**config.mk**
```make
export PLATFORM = sky130hd
export DESIGN_NAME = gete_div
export DESIGN_NICKNAME = d
export VERILOG_FILES = /design/src/gete_pkg.sv /design/src/gete_div.sv
export SDC_FILE = /design/constraint.sdc
export NUM_CORES = 2
export LEC_CHECK = 0
export ABC_AREA = 1
export BUFFER_PORTS_ARGS = -buffer_cell sky130_fd_sc_hd__buf_2
export CORE_UTILIZATION = 40
export DETAILED_ROUTE_END_ITERATION = 16
export GPL_TIMING_DRIVEN = 0
export HOLD_SLACK_MARGIN = 0.06
export PLACE_DENSITY = 0.54
export SLEW_MARGIN = 0
export SYNTH_ARGS = -nofsm -noshare
export SYNTH_HDL_FRONTEND = slang
export SYNTH_SLANG_ARGS = --single-unit
```
**constraint.sdc**
```tcl
create_clock -name clk -period 10.63 [get_ports clk]
set_input_delay 0 -clock clk [delete_from_list [all_inputs] [get_ports clk]]
set_output_delay 0 -clock clk [all_outputs]
set_load 0.005 [all_outputs]
```
**src/gete_pkg.sv**
```systemverilog
package gete_pkg;

  localparam int unsigned DIV_STAGES = 8;
  localparam int unsigned DIV_STEPS  = 4;
  localparam logic [29:0] NS_PER_SEC = 30'd1000000000;
  localparam logic [31:0] DAY_BIAS   = 32'd865565;
  localparam logic [12:0] YEAR_BIAS  = 13'd400;

  typedef struct packed {
    logic zero;
    logic sat;
  } gete_flag_t;

  function automatic logic [8:0] doy_base(input logic [3:0] mp);
    logic [8:0] d;
    case (mp)
      4'd0:    d = 9'd0;
      4'd1:    d = 9'd31;
      4'd2:    d = 9'd61;
      4'd3:    d = 9'd92;
      4'd4:    d = 9'd122;
      4'd5:    d = 9'd153;
      4'd6:    d = 9'd184;
      4'd7:    d = 9'd214;
      4'd8:    d = 9'd245;
      4'd9:    d = 9'd275;
      4'd10:   d = 9'd306;
      4'd11:   d = 9'd337;
      default: d = 9'd0;
    endcase
    return d;
  endfunction

endpackage

```
**src/gete_div.sv**
```systemverilog
module gete_div (
  input  logic        clk,
  input  logic        en,
  input  logic [30:0] rem_i,
  input  logic [31:0] lo_i,
  input  logic [30:0] den_i,
  output logic [31:0] q_o
);

  localparam int unsigned NS = gete_pkg::DIV_STAGES;

  logic [30:0] rem_r [NS];
  logic [31:0] lo_r  [NS];
  logic [31:0] q_r   [NS];
  logic [30:0] den_r [NS];
  logic [30:0] rem_nxt [NS];
  logic [31:0] lo_nxt  [NS];
  logic [31:0] q_nxt   [NS];

  always_comb begin
    logic [30:0] r;
    logic [31:0] lo;
    logic [31:0] q;
    logic [30:0] d;
    logic [31:0] t;
    for (int s = 0; s < NS; s++) begin
      r  = (s == 0) ? rem_i : rem_r[(s == 0) ? 0 : s - 1];
      lo = (s == 0) ? lo_i  : lo_r[(s == 0) ? 0 : s - 1];
      q  = (s == 0) ? 32'd0 : q_r[(s == 0) ? 0 : s - 1];
      d  = (s == 0) ? den_i : den_r[(s == 0) ? 0 : s - 1];
      for (int k = 0; k < gete_pkg::DIV_STEPS; k++) begin
        t  = {r, lo[31]};
        lo = {lo[30:0], 1'b0};
        if (t >= {1'b0, d}) begin
          t = t - {1'b0, d};
          q = {q[30:0], 1'b1};
        end else begin
          q = {q[30:0], 1'b0};
        end
        r = t[30:0];
      end
      rem_nxt[s] = r;
      lo_nxt[s]  = lo;
      q_nxt[s]   = q;
    end
  end

  always_ff @(posedge clk) begin
    if (en) begin
      for (int s = 0; s < NS; s++) begin
        rem_r[s] <= rem_nxt[s];
        lo_r[s]  <= lo_nxt[s];
        q_r[s]   <= q_nxt[s];
        den_r[s] <= (s == 0) ? den_i : den_r[(s == 0) ? 0 : s - 1];
      end
    end
  end

  assign q_o = q_r[NS-1];

endmodule
```
# Word level (Yosys, flattened, before mapping)
# Memories as Yosys holds them, arrays and structs flattened.
# Index checks and enable logic that the tools add are counted.
# totals
reg_bits	0
mem_bits_rw	976
in_bits	96
output_inout_bits	32
word_cells	134
n_memories	4
# op_classes
add_sub_neg	32
n_lt_le_gt_ge	32
mux	66
# memory_table
name	depth	word_bits	rd	rd_clocked_by_memory_dff	wr	line_no	rtl
q_r	8	32	8	0	8	gete_div.sv:14	logic [31:0] q_r [NS];
den_r	8	31	7	0	8	gete_div.sv:15	logic [30:0] den_r [NS];
rem_r	8	31	7	0	8	gete_div.sv:12	logic [30:0] rem_r [NS];
lo_r	8	28	7	0	8	gete_div.sv:13	logic [31:0] lo_r [NS];
# op_table
operator	count
greater-or-equal comparator 32 x 31 -> 1 bit	32
2-to-1 mux 31 bit	32
subtractor 31 bit	32
2-to-1 mux 1 bit	34

# Longest topological paths before layout
# An unclocked memory read counts as a cell.
# logic_depth
word_depth	9
mapped_depth	74

# Worst setup path after synthesis
# Ideal clock, no wire load.
# synth_path
path_kind	flip-flop to flip-flop
start	memory den_r[4][1]
end	memory rem_r[5][12], data pin
setup_time_ns	0.252
t_arrival_ns	8.054
setup_slack_ns	2.324
path_stages_with_launch	58
cell_sequence	edfxtp_1 -> inv_1 -> fa_1 -> nand3_1 -> nand2_1 -> nand2_1 -> nand2_1 -> nand2_1 -> nand2_1 -> nand2_1 -> nand3_2 -> buf_6 -> buf_2 -> o21ai_0 -> inv_1 -> fa_1 -> o21ai_1 -> nand3_1 -> [... 22 more ...] -> inv_2 -> buf_6 -> buf_6 -> nand2_1 -> o21ai_2 -> ha_1 -> nand2_1 -> nor2_1 -> a211oi_1 -> o21ai_0 -> nand3_1 -> and3_1 -> o21ai_0 -> a21oi_1 -> nand3_2 -> buf_2 -> nand2_1 -> nand2_1
# synth_rtl
element	line_no
from (decl)	gete_div.sv:15
to (decl)	gete_div.sv:12

==> metrics.md <==
| Metric | Value |
|---|---|
| Share of post-route cells with drive strength above 1 | `0.07985` |
| Crit Path Class | `register to register` |
| Post-DP Area | `92670 um^2` |
| Final Cycle Share | `0.9593` |
| CP endpoint kind | `register` |
| Slew HR | `0.4314` |
| Worst Hold Class | `input pin to register` |
| Initial core utilization | `0.4021` |
| Syn nets | `14390` |
| Site row count | `172` |
| Post-synth EDFFs | `690` |
| Via density | `5.497` |
| Fmax | `0.09807 GHz` |
| Total gr overflow | `0` |
| Antenna Nets Post-Route | `0` |
| Fraction of registers with async set or reset after synthesis | `0` |
| Most common cell after layout, fill and taps aside | `nand2_1` |
| Clk sink count | `690` |
| Synth Instances | `13270` |
| Data arrival time of the critical path | `10.61 ns` |
| Slowest cell on crit path | `o21ai_0` |
| Status | `finished, final reports clean` |
| Final instance area | `99760 um^2` |
| Area of the multi-input gates | `61640 um^2` |
| Root Buffer | `clkbuf_16` |
| 1st-iter DRT viols | `7863` |
| Slew Viols, Final | `0` |
| Most used flip-flop cell after synthesis | `edfxtp_1` |
| Clk buf depth | `3` |
| Synth Warn # | `0` |
| Max incr delay on CP | `0.55 ns` |
| Final setup viols | `0` |
| Worst Path Max Fanout | `10` |
| PortBufs | `127` |
| Synthesis-to-layout area growth | `13.02%` |
| Worst Skew | `0.06185 ns` |
| First-pass GRT wire length | `528700 um` |
| I/O pins | `128` |
| Fin Setup TNS | `0 ns` |
| Final Hold Fails | `0` |
| Hold_ws | `0.1238 ns` |
| CP required | `11.05 ns` |
| Reg-to-reg slack, setup | `0.43 ns` |
| Least-Margin Pin Slew | `0.8456 ns` |
| Vias in the first global route | `85310` |
| Synthesized area | `88270 um^2` |
| Die area | `222500 um^2` |
| #FFs+latches synth | `690` |
| FF+latch area | `20720 um^2` |
| Drt first pass iters | `6` |
| CTS tree | `yes` |
| Gpl congestion | `0.9814` |
| Post-synthesis sequential area ratio | `0.2347` |
| Final net count | `14870` |
| Cts bufs inserted | `84` |
| DRC violations left | `0` |
| Max Cap Viol | `0` |
| DRT Wirelength | `362100 um` |
| CTS H-tree lvls | `3` |
| DP Wirelength | `303300 um` |
| Reg clk slew, reported paths | `0.06 ns` |
| Most frequent cells in the layout | `nand2_1 (4082), inv_1 (1509), a21oi_1 (1042)` |
| Die X | `471.8 um` |
| Antenna violations before repair | `13` |
| Fillers | `22990` |
| DR WL/cell | `21.70 um` |
| CP Launch Type | `register` |
| Worst-skew pair later-pin latency | `0.77 ns` |
| Util after Layout | `0.4545` |
| Die Ht | `471.8 um` |
| Aggregate global-route resource usage | `0.3126` |
| Most used cell along the critical path | `nand2_1` |
| Syn Area/Cell | `6.653 um^2` |
| DR vias | `91730` |
| Largest net degree at the start of global routing | `127` |
| Period minus WS final | `10.20 ns` |
| Library cells used by synthesis | `62` |
| Core area | `219500 um^2` |
-- cell usage after synthesis, types with 18 or more instances --
master / number / share of area
a211oi_1: 18 / 0.0015
a21boi_0: 55 / 0.0047
a21o_1: 115 / 0.0098
a21oi_1: 1088 / 0.062
a31oi_1: 73 / 0.0052
and2_1: 18 / 0.0013
buf_2: 110 / 0.0062
buf_4: 24 / 0.0020
clkbuf_1: 45 / 0.0019
edfxtp_1: 690 / 0.23
fa_1: 31 / 0.0070
ha_1: 992 / 0.14
inv_1: 1577 / 0.067
inv_2: 19 / 0.00081
nand2_1: 4101 / 0.17
nand3_1: 694 / 0.039
nand3b_1: 32 / 0.0027
nand4_1: 207 / 0.015
nor2_1: 1058 / 0.045
nor3_1: 174 / 0.0099
nor4_1: 52 / 0.0037
o211ai_1: 28 / 0.0024
o21a_1: 59 / 0.0050
o21ai_0: 766 / 0.043
o21ai_1: 92 / 0.0052
o21ai_2: 27 / 0.0027
o21bai_1: 101 / 0.0086
o221ai_1: 22 / 0.0022
or2_2: 98 / 0.0069
xnor2_1: 353 / 0.035
xor2_1: 400 / 0.040
-- final cells by class --
type,count,area share
well taps,2871,0.03601
inverters,1598,0.06225
plain buffers,197,0.01445
repair buffers,397,0.03213
diodes,3,0.00007525
clock buffers,95,0.02149
clock inverters,56,0.007964
multi-input cells,10780,0.6179
flip-flops and latches,690,0.2077
-- through the flow --
step | setup slack, ns | cells
2_1_floorplan | 2.324 | 13270
3_3_place_gp | -1.673 | 16270
3_5_place_dp | -1.562 | 16270
4_1_cts | 0.005278 | 16600
5_1_grt | -0.06559 | 16690
6_report | 0.4327 | 16690
-- kinds of logic (layout without fill, tap and decap cells) --
logic type / after synthesis / count (layout) / synth area share
AO/OA/AOI/OAI: 2504 / 2504 / 0.1585
XOR/XNOR: 753 / 753 / 0.07472
adder cells (fa/ha/maj): 1023 / 1023 / 0.1477
buffers and inverters: 1798 / 2343 / 0.08009
flip-flops: 690 / 690 / 0.2347
other: 0 / 3 / 0
AND/OR/NAND/NOR: 6500 / 6500 / 0.3043
-- registers in the layout, indices dropped and copies added, names as in the netlist --
register	count
lo_r	112
rem_r	217
den_r	217
q_r	144
-- path summary, 6_finish.rpt --
| path | startpoint | to | cells after the start |
|---|---|---|---|
| worst max-delay path | den_r[3][17]$_DFFE_PP_ | rem_r[4][28]$_DFFE_PP_ | 55 |
| worst min-delay path | lo_i[30] | rem_r[0][2]$_DFFE_PP_ | 7 |
| worst max register to register | den_r[3][17]$_DFFE_PP_ | rem_r[4][28]$_DFFE_PP_ | 55 |
| worst min register to register | lo_r[0][16]$_DFFE_PP_ | lo_r[1][20]$_DFFE_PP_ | 0 |
-- metal layers --
layer | track usage | share of wire | wire length (um)
met4 | 0.1192 | 0.040 | 14460
met5 | 0 | 0.00022 | 79
met2 | 0.5205 | 0.46 | 165600
met3 | 0.03161 | 0.056 | 20100
met1 | 0.4150 | 0.45 | 161800
-- critical path, delay by kind of cell, from the launching register on --
kind / cells / cell delay [ns]
compound gates: 9 / 1.81
fa+ha+maj: 4 / 1.42
flops: 1 / 0.40
buf+inv: 8 / 1.29
simple gates: 34 / 4.91
-- what timing repair did --
item                                   CTS  global route
buffers inserted                        60            84
setup endpoints to repair              193           225
resized for setup                      201           498
endpoints found under the hold margin  143             0
pin swaps                               12            52
hold buffers                           120             0
Power is left out: the tool's default activity adds up to more than one toggle a clock period on the data nets, which glitch-free logic cannot reach.
